==> src/rtl/assert_macros.svh <==
`ifndef ASSERT_MACROS_SVH
`define ASSERT_MACROS_SVH

// same-cycle implication, clocked on clk_i, off during reset
`define ASSERT_HOLDS(lbl, pre, post) \
  lbl: assert property (@(posedge clk_i) disable iff (!rst_ni) (pre) |-> (post)) \
    else $error("assertion failed");

// next-cycle implication, clocked on clk_i, off during reset
`define ASSERT_NEXT(lbl, pre, post) \
  lbl: assert property (@(posedge clk_i) disable iff (!rst_ni) (pre) |=> (post)) \
    else $error("assertion failed");

`endif

==> src/rtl/wpf_pkg.sv <==
`timescale 1ns / 1ps
package wpf_pkg;

  localparam int NumSlots    = 16;
  localparam int SlotW       = $clog2(NumSlots);
  localparam int CountW      = 5;
  localparam int CordicSteps = 16;
  localparam int IterW       = $clog2(CordicSteps);
  localparam int AngPi       = 25736;
  localparam int AngTwoPi    = 51472;
  localparam int CfgIdxW     = 3;
  localparam int CfgDataW    = 32;

  // register indexes
  localparam logic [CfgIdxW-1:0] CFG_COUNT  = 3'd0;
  localparam logic [CfgIdxW-1:0] CFG_REPEAT = 3'd1;
  localparam logic [CfgIdxW-1:0] CFG_GOAL   = 3'd2;
  localparam logic [CfgIdxW-1:0] CFG_HEAD   = 3'd3;
  localparam logic [CfgIdxW-1:0] CFG_GLIN   = 3'd4;
  localparam logic [CfgIdxW-1:0] CFG_GANG   = 3'd5;
  localparam logic [CfgIdxW-1:0] CFG_SPEED  = 3'd6;
  localparam logic [CfgIdxW-1:0] CFG_TURN   = 3'd7;

  // actions
  localparam logic [1:0] ACT_POSE = 2'd0;
  localparam logic [1:0] ACT_TICK = 2'd1;
  localparam logic [1:0] ACT_WP   = 2'd2;

  // events
  localparam logic [1:0] EV_MOVE   = 2'd0;
  localparam logic [1:0] EV_REACH  = 2'd1;
  localparam logic [1:0] EV_DONE   = 2'd2;
  localparam logic [1:0] EV_FINISH = 2'd3;

  typedef struct packed {
    logic [1:0]         action;
    logic signed [31:0] x_pos;
    logic signed [31:0] y_pos;
    logic signed [15:0] heading;
    logic [3:0]         slot;
  } in_item_t;

  typedef struct packed {
    logic [14:0]        linear_speed;
    logic signed [15:0] turn_rate;
    logic [3:0]         target_slot;
    logic               phase;
    logic [1:0]         event_res;
  } out_item_t;

  typedef struct packed {
    logic [4:0]  waypoint_count;
    logic        repeat_mode;
    logic [23:0] goal_distance_tol;
    logic [14:0] heading_tol;
    logic [15:0] gain_linear;
    logic [15:0] gain_angular;
    logic [14:0] speed_limit;
    logic [14:0] turn_limit;
  } cfg_t;

  typedef enum logic [3:0] {
    OP_NONE, OP_READ, OP_DIFF, OP_SQX, OP_SQY, OP_START,
    OP_ERR, OP_MTURN, OP_MSPEED, OP_CLAMP
  } dp_op_e;

  typedef struct packed {
    dp_op_e           op;
    logic             pose_we;
    logic             wp_we;
    logic [SlotW-1:0] slot;
  } cmd_t;

  typedef struct packed {
    logic               busy;
    logic               near;
    logic               steer_ok;
    logic               align_ok;
    logic [14:0]        speed;
    logic signed [15:0] turn;
  } sts_t;

  // arctan(2^-i) at 2^-24 rad
  function automatic logic signed [28:0] atan_val(input logic [4:0] idx);
    logic signed [28:0] v;
    case (idx)
      5'd0:  v = 29'sd13176795;
      5'd1:  v = 29'sd7778716;
      5'd2:  v = 29'sd4110060;
      5'd3:  v = 29'sd2086331;
      5'd4:  v = 29'sd1047214;
      5'd5:  v = 29'sd524117;
      5'd6:  v = 29'sd262123;
      5'd7:  v = 29'sd131069;
      5'd8:  v = 29'sd65536;
      5'd9:  v = 29'sd32768;
      5'd10: v = 29'sd16384;
      5'd11: v = 29'sd8192;
      5'd12: v = 29'sd4096;
      5'd13: v = 29'sd2048;
      5'd14: v = 29'sd1024;
      5'd15: v = 29'sd512;
      5'd16: v = 29'sd256;
      5'd17: v = 29'sd128;
      5'd18: v = 29'sd64;
      5'd19: v = 29'sd32;
      5'd20: v = 29'sd16;
      5'd21: v = 29'sd8;
      5'd22: v = 29'sd4;
      5'd23: v = 29'sd2;
      default: v = 29'sd0;
    endcase
    return v;
  endfunction

endpackage

==> src/rtl/wpf_ctrl.sv <==
`timescale 1ns / 1ps
`include "assert_macros.svh"
module wpf_ctrl (
  input  logic               clk_i,
  input  logic               rst_ni,
  input  wpf_pkg::cfg_t      cfg_i,
  input  logic               in_valid_i,
  input  wpf_pkg::in_item_t  in_item_i,
  output logic               in_stall_o,
  output logic               out_valid_o,
  input  logic               out_stall_i,
  output wpf_pkg::out_item_t out_item_o,
  input  wpf_pkg::sts_t      sts_i,
  output wpf_pkg::cmd_t      cmd_o
);
  import wpf_pkg::*;

  localparam logic [3:0] S_IDLE   = 4'd0;
  localparam logic [3:0] S_READ   = 4'd1;
  localparam logic [3:0] S_DIFF   = 4'd2;
  localparam logic [3:0] S_SQX    = 4'd3;
  localparam logic [3:0] S_SQY    = 4'd4;
  localparam logic [3:0] S_START  = 4'd5;
  localparam logic [3:0] S_WAIT   = 4'd6;
  localparam logic [3:0] S_ERR    = 4'd7;
  localparam logic [3:0] S_MTURN  = 4'd8;
  localparam logic [3:0] S_MSPEED = 4'd9;
  localparam logic [3:0] S_CLAMP  = 4'd10;
  localparam logic [3:0] S_OUT    = 4'd11;

  logic [3:0]       state_q, state_d;
  logic [SlotW-1:0] cur_q;
  logic             active_q, align_q, finished_q, phase_q;
  logic             out_valid_q;
  out_item_t        out_q, out_d;
  logic [CountW-1:0] n, nxt;
  logic             accept, out_load;

  assign n = (cfg_i.waypoint_count > CountW'(NumSlots)) ? CountW'(NumSlots)
                                                        : cfg_i.waypoint_count;
  assign nxt        = CountW'(cur_q) + CountW'(1);
  assign in_stall_o = (state_q != S_IDLE);
  assign accept     = in_valid_i && !in_stall_o;
  assign out_load   = (state_q == S_OUT) && (!out_valid_q || !out_stall_i);

  always_comb begin
    cmd_o.op      = OP_NONE;
    cmd_o.pose_we = accept && (in_item_i.action == ACT_POSE);
    cmd_o.wp_we   = accept && (in_item_i.action == ACT_WP);
    cmd_o.slot    = (state_q == S_IDLE) ? in_item_i.slot[SlotW-1:0] : cur_q;
    case (state_q)
      S_READ:   cmd_o.op = OP_READ;
      S_DIFF:   cmd_o.op = OP_DIFF;
      S_SQX:    cmd_o.op = OP_SQX;
      S_SQY:    cmd_o.op = OP_SQY;
      S_START:  cmd_o.op = OP_START;
      S_ERR:    cmd_o.op = OP_ERR;
      S_MTURN:  cmd_o.op = OP_MTURN;
      S_MSPEED: cmd_o.op = OP_MSPEED;
      S_CLAMP:  cmd_o.op = OP_CLAMP;
      default:  cmd_o.op = OP_NONE;
    endcase
  end

  always_comb begin
    state_d = state_q;
    case (state_q)
      S_IDLE: begin
        if (accept && in_item_i.action == ACT_TICK && active_q && n != '0) state_d = S_READ;
      end
      S_READ:   state_d = S_DIFF;
      S_DIFF:   state_d = phase_q ? S_MTURN : S_SQX;
      S_SQX:    state_d = S_SQY;
      S_SQY:    state_d = S_START;
      S_START:  state_d = S_WAIT;
      S_WAIT:   if (!sts_i.busy) state_d = S_ERR;
      S_ERR:    state_d = S_MTURN;
      S_MTURN:  state_d = S_MSPEED;
      S_MSPEED: state_d = S_CLAMP;
      S_CLAMP:  state_d = S_OUT;
      S_OUT:    if (out_load) state_d = S_IDLE;
      default:  state_d = S_IDLE;
    endcase
  end

  // result of the tick
  always_comb begin
    out_d.linear_speed = '0;
    out_d.turn_rate    = '0;
    out_d.target_slot  = 4'(cur_q);
    out_d.phase        = phase_q;
    out_d.event_res    = EV_MOVE;
    if (!phase_q) begin
      if (sts_i.near) begin
        out_d.event_res = EV_REACH;
      end else begin
        out_d.turn_rate = sts_i.turn;
        if (sts_i.steer_ok) out_d.linear_speed = sts_i.speed;
      end
    end else begin
      if (sts_i.align_ok) begin
        if (nxt >= n && !cfg_i.repeat_mode) out_d.event_res = EV_FINISH;
        else out_d.event_res = EV_DONE;
      end else begin
        out_d.turn_rate = sts_i.turn;
      end
    end
  end

  always_ff @(posedge clk_i or negedge rst_ni) begin
    if (!rst_ni) begin
      state_q     <= S_IDLE;
      cur_q       <= '0;
      active_q    <= 1'b0;
      align_q     <= 1'b0;
      finished_q  <= 1'b0;
      phase_q     <= 1'b0;
      out_valid_q <= 1'b0;
    end else begin
      state_q <= state_d;
      if (out_load) out_valid_q <= 1'b1;
      else if (out_valid_q && !out_stall_i) out_valid_q <= 1'b0;
      if (accept && in_item_i.action == ACT_POSE && !active_q && !finished_q && n != '0)
        active_q <= 1'b1;
      if (state_q == S_IDLE && state_d == S_READ) begin
        // slot at or beyond the count restarts the patrol
        if (CountW'(cur_q) >= n) begin
          cur_q   <= '0;
          align_q <= 1'b0;
          phase_q <= 1'b0;
        end else begin
          phase_q <= align_q;
        end
      end
      if (out_load) begin
        if (!phase_q) begin
          if (sts_i.near) align_q <= 1'b1;
        end else if (sts_i.align_ok) begin
          align_q <= 1'b0;
          if (nxt >= n) begin
            if (cfg_i.repeat_mode) begin
              cur_q <= '0;
            end else begin
              active_q   <= 1'b0;
              finished_q <= 1'b1;
            end
          end else begin
            cur_q <= nxt[SlotW-1:0];
          end
        end
      end
    end
  end

  always_ff @(posedge clk_i) begin
    if (out_load) out_q <= out_d;
  end

  assign out_valid_o = out_valid_q;
  assign out_item_o  = out_q;

  `ASSERT_HOLDS(a_fin_inactive, finished_q, !active_q)
  `ASSERT_HOLDS(a_tick_active, state_q != S_IDLE, active_q)
  `ASSERT_NEXT(a_load_idle, out_load, state_q == S_IDLE && out_valid_q)
  `ASSERT_NEXT(a_finish_flags, out_load && out_d.event_res == EV_FINISH, finished_q && !active_q)

endmodule
==> config.mk <==
export PLATFORM = sky130hd
export DESIGN_NAME = wpf_ctrl
export DESIGN_NICKNAME = d
export VERILOG_FILES = /design/src/rtl/wpf_pkg.sv /design/src/rtl/wpf_ctrl.sv
export VERILOG_INCLUDE_DIRS = /design/src /design/src/rtl
export SDC_FILE = /design/constraint.sdc
export NUM_CORES = 1
export LEC_CHECK = 0
export BUFFER_PORTS_ARGS = -buffer_cell sky130_fd_sc_hd__clkbuf_2
export CAP_MARGIN = 20
export CORE_AREA = 2 2 110 112
export DETAILED_ROUTE_END_ITERATION = 6
export DIE_AREA = 0 0 112 114
export HOLD_SLACK_MARGIN = 0.06
export PLACE_DENSITY = 0.58
export SLEW_MARGIN = 20
export SYNTH_ARGS = -nofsm -noshare
export SYNTH_HDL_FRONTEND = slang
export SYNTH_SLANG_ARGS = --single-unit
==> constraint.sdc <==
create_clock -name clk_i -period 4.9 [get_ports clk_i]
set_clock_uncertainty 0.1 [all_clocks]
set_input_delay 0.98 -clock clk_i [delete_from_list [all_inputs] [get_ports clk_i]]
set_output_delay 0.98 -clock clk_i [all_outputs]
set_load 0.02 [all_outputs]
==> summary.md <==
| Metric | Value |
|---|---|
| Outcome | `finished, final reports clean` |
| Skew-Pair Late Insertion Delay | `0.29 ns` |
| Htree depth | `2` |
| Slew HR | `49.40%` |
| Critical Path AT | `2.25 ns` |
| RD Place Congestion | `between 0.8 and 0.9` |
| Initial Utilization | `22.59%` |
| Synth top cells by count | `edfxtp_1 (38), and2_1 (34), nand2_1 (25)` |
| Flops & latches, synth | `51` |
| Worst vdd ir | `0.1953 mV` |
| Initial antenna violation count | `0` |
| CTS root buf | `clkbuf_16` |
| Core area | `11710 µm²` |
| Area grow syn2layout | `31.41%` |
| Leakage power of the design | `1.545 nW` |
| Fmax | `300.6 MHz` |
| Cts bufs inserted | `5` |
| Post-synthesis area per instance | `11.70 µm²` |
| Post-synth cell types | `51` |
| Yosys top cell area share | `43.14%` |
| Register area share after synthesis | `a little under three fifths` |
| # setup viols final | `0` |
| Crit path kind | `reg2out` |
| Gate power share | `42.3%` |
| Vias in the first global route | `2177` |
| Largest area contributor in the netlist | `edfxtp_1` |
| Critical path startpoint category | `flip-flop` |
| Worst EP required | `between 3 and 4 ns` |
| I/O Buffers | `100` |
| Vert. Die Dim | `around 110 µm` |
| Initial DRC count | `51` |
| Drt pass-1 iters | `4` |
| Clock tree buffer depth | `2` |
| Mean number of vias per cell | `around 4.3` |
| Largest net degree at the start of global routing | `23` |
| Asr flop ratio synth | `25.49%` |
| Hold bufs inserted after CTS | `0` |
| Post_cts resized | `0` |
| # IOs | `282` |
| Proportion of layout cells with a drive suffix above 1 | `approximately two fifths` |
| Final core occ | `29.68%` |
| Power per cell area | `493.8 nW/µm²` |
| Sw Ratio | `40.03%` |
| Fin area | `3476 µm²` |
| Switching power | `just under 0.7 mW` |
| Cell Area, Synth | `2645 µm²` |
| Final nets | `575` |
| Area contributors post-synth | `edfxtp_1 (43%), dfrtp_1 (12%), and2_1 (8.0%)` |
| GR Util All Layers | `11.12%` |
| Worst-path maximum fanout | `13` |
| Most used flip-flop cell after synthesis | `edfxtp_1` |
| DIE AREA | `12770 µm²` |
| Top-count cell post-synth | `edfxtp_1` |
| Chip width | `between 100 and 150 µm` |
| Clock transition at path regs | `about 0.070 ns` |
| Post-synth EDFFs | `38` |
| Fin Hold WS | `0.3659 ns` |
| Slew Limit Fails | `0` |
| Post-Route WL | `just under 7000 µm` |
| Area post-placement | `3328 µm²` |
| Crit end category | `primary output` |
| Register share of total power | `a little under two fifths` |
| DR vias | `2065` |
| Setup Fix Bufs, Post-CTS | `0` |
| Row cnt | `40` |
| Worst slew pin tran | `0.7562 ns` |
| Maxcap violations | `0` |
| ANT nets after route | `0` |
| CTS tree | `yes` |
| Yosys warns | `0` |
| Fin. Hold Viols | `0` |
| Antenna Cells | `0` |
| Post-Route Setup TNS | `0 ns` |
| RSZ-0062 raised after global routing | `no` |
| Worst hold path type | `reg2reg` |
| Gate count of the mapped netlist | `226` |
| # fillers | `approximately 1200` |
| Post-DP HPWL | `5477 µm` |
| Tmin final | `3.327 ns` |
| Clock power share | `20.3%` |
| DR WL/cell | `14.46 µm` |
| Int Power | `1.029 mW` |
| First-pass GRT wire length | `11140 µm` |
| # DRC | `0` |
| Clock net sink count | `51` |
| Global route overflow | `0` |
| Synthesized Nets | `472` |
| Final period util | `67.90%` |
sequential cells by signal, indices dropped and copies added, names as in the netlist:
| signal | flops |
|---|---|
| align_q | 1 |
| finished_q | 1 |
| state_q | 4 |
| active_q | 1 |
| out_item_o | 38 |
| phase_q | 1 |
| out_valid_o | 1 |
| cur_q | 4 |
critical path, cell delays in order, from the launching register on:
cell and delay [ns]:
dfrtp_1 0.47, inv_1 0.13, ha_1 0.28, nor3b_2 0.20
buf_4 0.23, inv_1 0.09, nor4b_2 0.32, clkbuf_2 0.23
cell usage in the layout, fill, tap and decap left out, types with 2 or more instances in the layout:
master     count
a21o_1         3
a21oi_1        7
a31oi_1        2
and2_1        34
and2b_2        2
and3_1         2
buf_4          2
clkbuf_16      5
clkbuf_2     100
dfrtp_1       13
edfxtp_1      38
ha_1          14
inv_1         12
mux2i_1        2
nand2_1       25
nand3_1        2
nor2_1         9
nor2b_1        3
nor3_1         2
nor3b_2        2
o21ai_0       11
o21ai_1        3
o31ai_1        5
or2b_2         2
metrics by stage:
step                setup WS, ns  cells  total power [mW]
detailed placement         1.914    469             1.381
CTS                        1.584    477             1.740
global route               1.406    477             1.845
global placement           1.946    469             1.362
finish                     1.573    477             1.716
floorplan                  1.111    226             1.156
layout make-up:
cell class / instances / area [µm²] / area share (%)
Multi-Input combinational cell: 157 / 1122 / 32.29
Clock inverter: 3 / 17.52 / 0.5040
Inverter: 12 / 45.04 / 1.296
Tap cell: 147 / 183.9 / 5.292
Sequential cell: 51 / 1466 / 42.19
Timing Repair Buffer: 102 / 515.5 / 14.83
Clock buffer: 5 / 125.1 / 3.600
worst paths after layout:
check	startpoint	to	slack, ns	cells past startpoint
worst min-delay path	finished_q	finished_q	0.37	1
worst min register to register	finished_q	finished_q	0.37	1
min in group asynchronous	rst_ni	state_q[0]	0.49	1
worst max register to register	cur_q[0]	cur_q[3]	2.18	9
max in group asynchronous	rst_ni	cur_q[1]	3.92	1
worst max-delay path	state_q[1]	cmd_o[5]	1.57	7
power by group through the flow:
stage                     sequential, mW  combinational (mW)  clock (mW)
after floorplan                    0.632               0.524           0
after global placement             0.647               0.715           0
after detailed placement           0.648               0.733           0
after CTS                          0.642               0.736       0.363
after global routing               0.656               0.814       0.375
final                              0.641               0.727       0.349
cell families (layout without fill, tap and decap cells):
logic type	count (synthesis)	in the layout	share of synthesized area, %
AO/OA/AOI/OAI	43	43	11.45
XOR/XNOR	1	1	0.3312
adder cells (fa/ha/maj)	14	14	6.623
buffers and inverters	18	122	2.743
flip-flops	51	51	55.44
multiplexers	2	2	0.7569
AND/OR/NAND/NOR	97	97	22.66
per-layer routing:
layer | vias to the layer above | part of all wire (%) | global-route usage (%)
met1 | 968 | 42 | 13.46
met3 | 5 | 8.4 | 3.932
met5 | - | 0 | 0
met2 | 82 | 49 | 18.95
li1 | 1010 | - | -
met4 | 0 | 0.88 | 2.927
No activity file was read; power rests on OpenSTA's default activity.
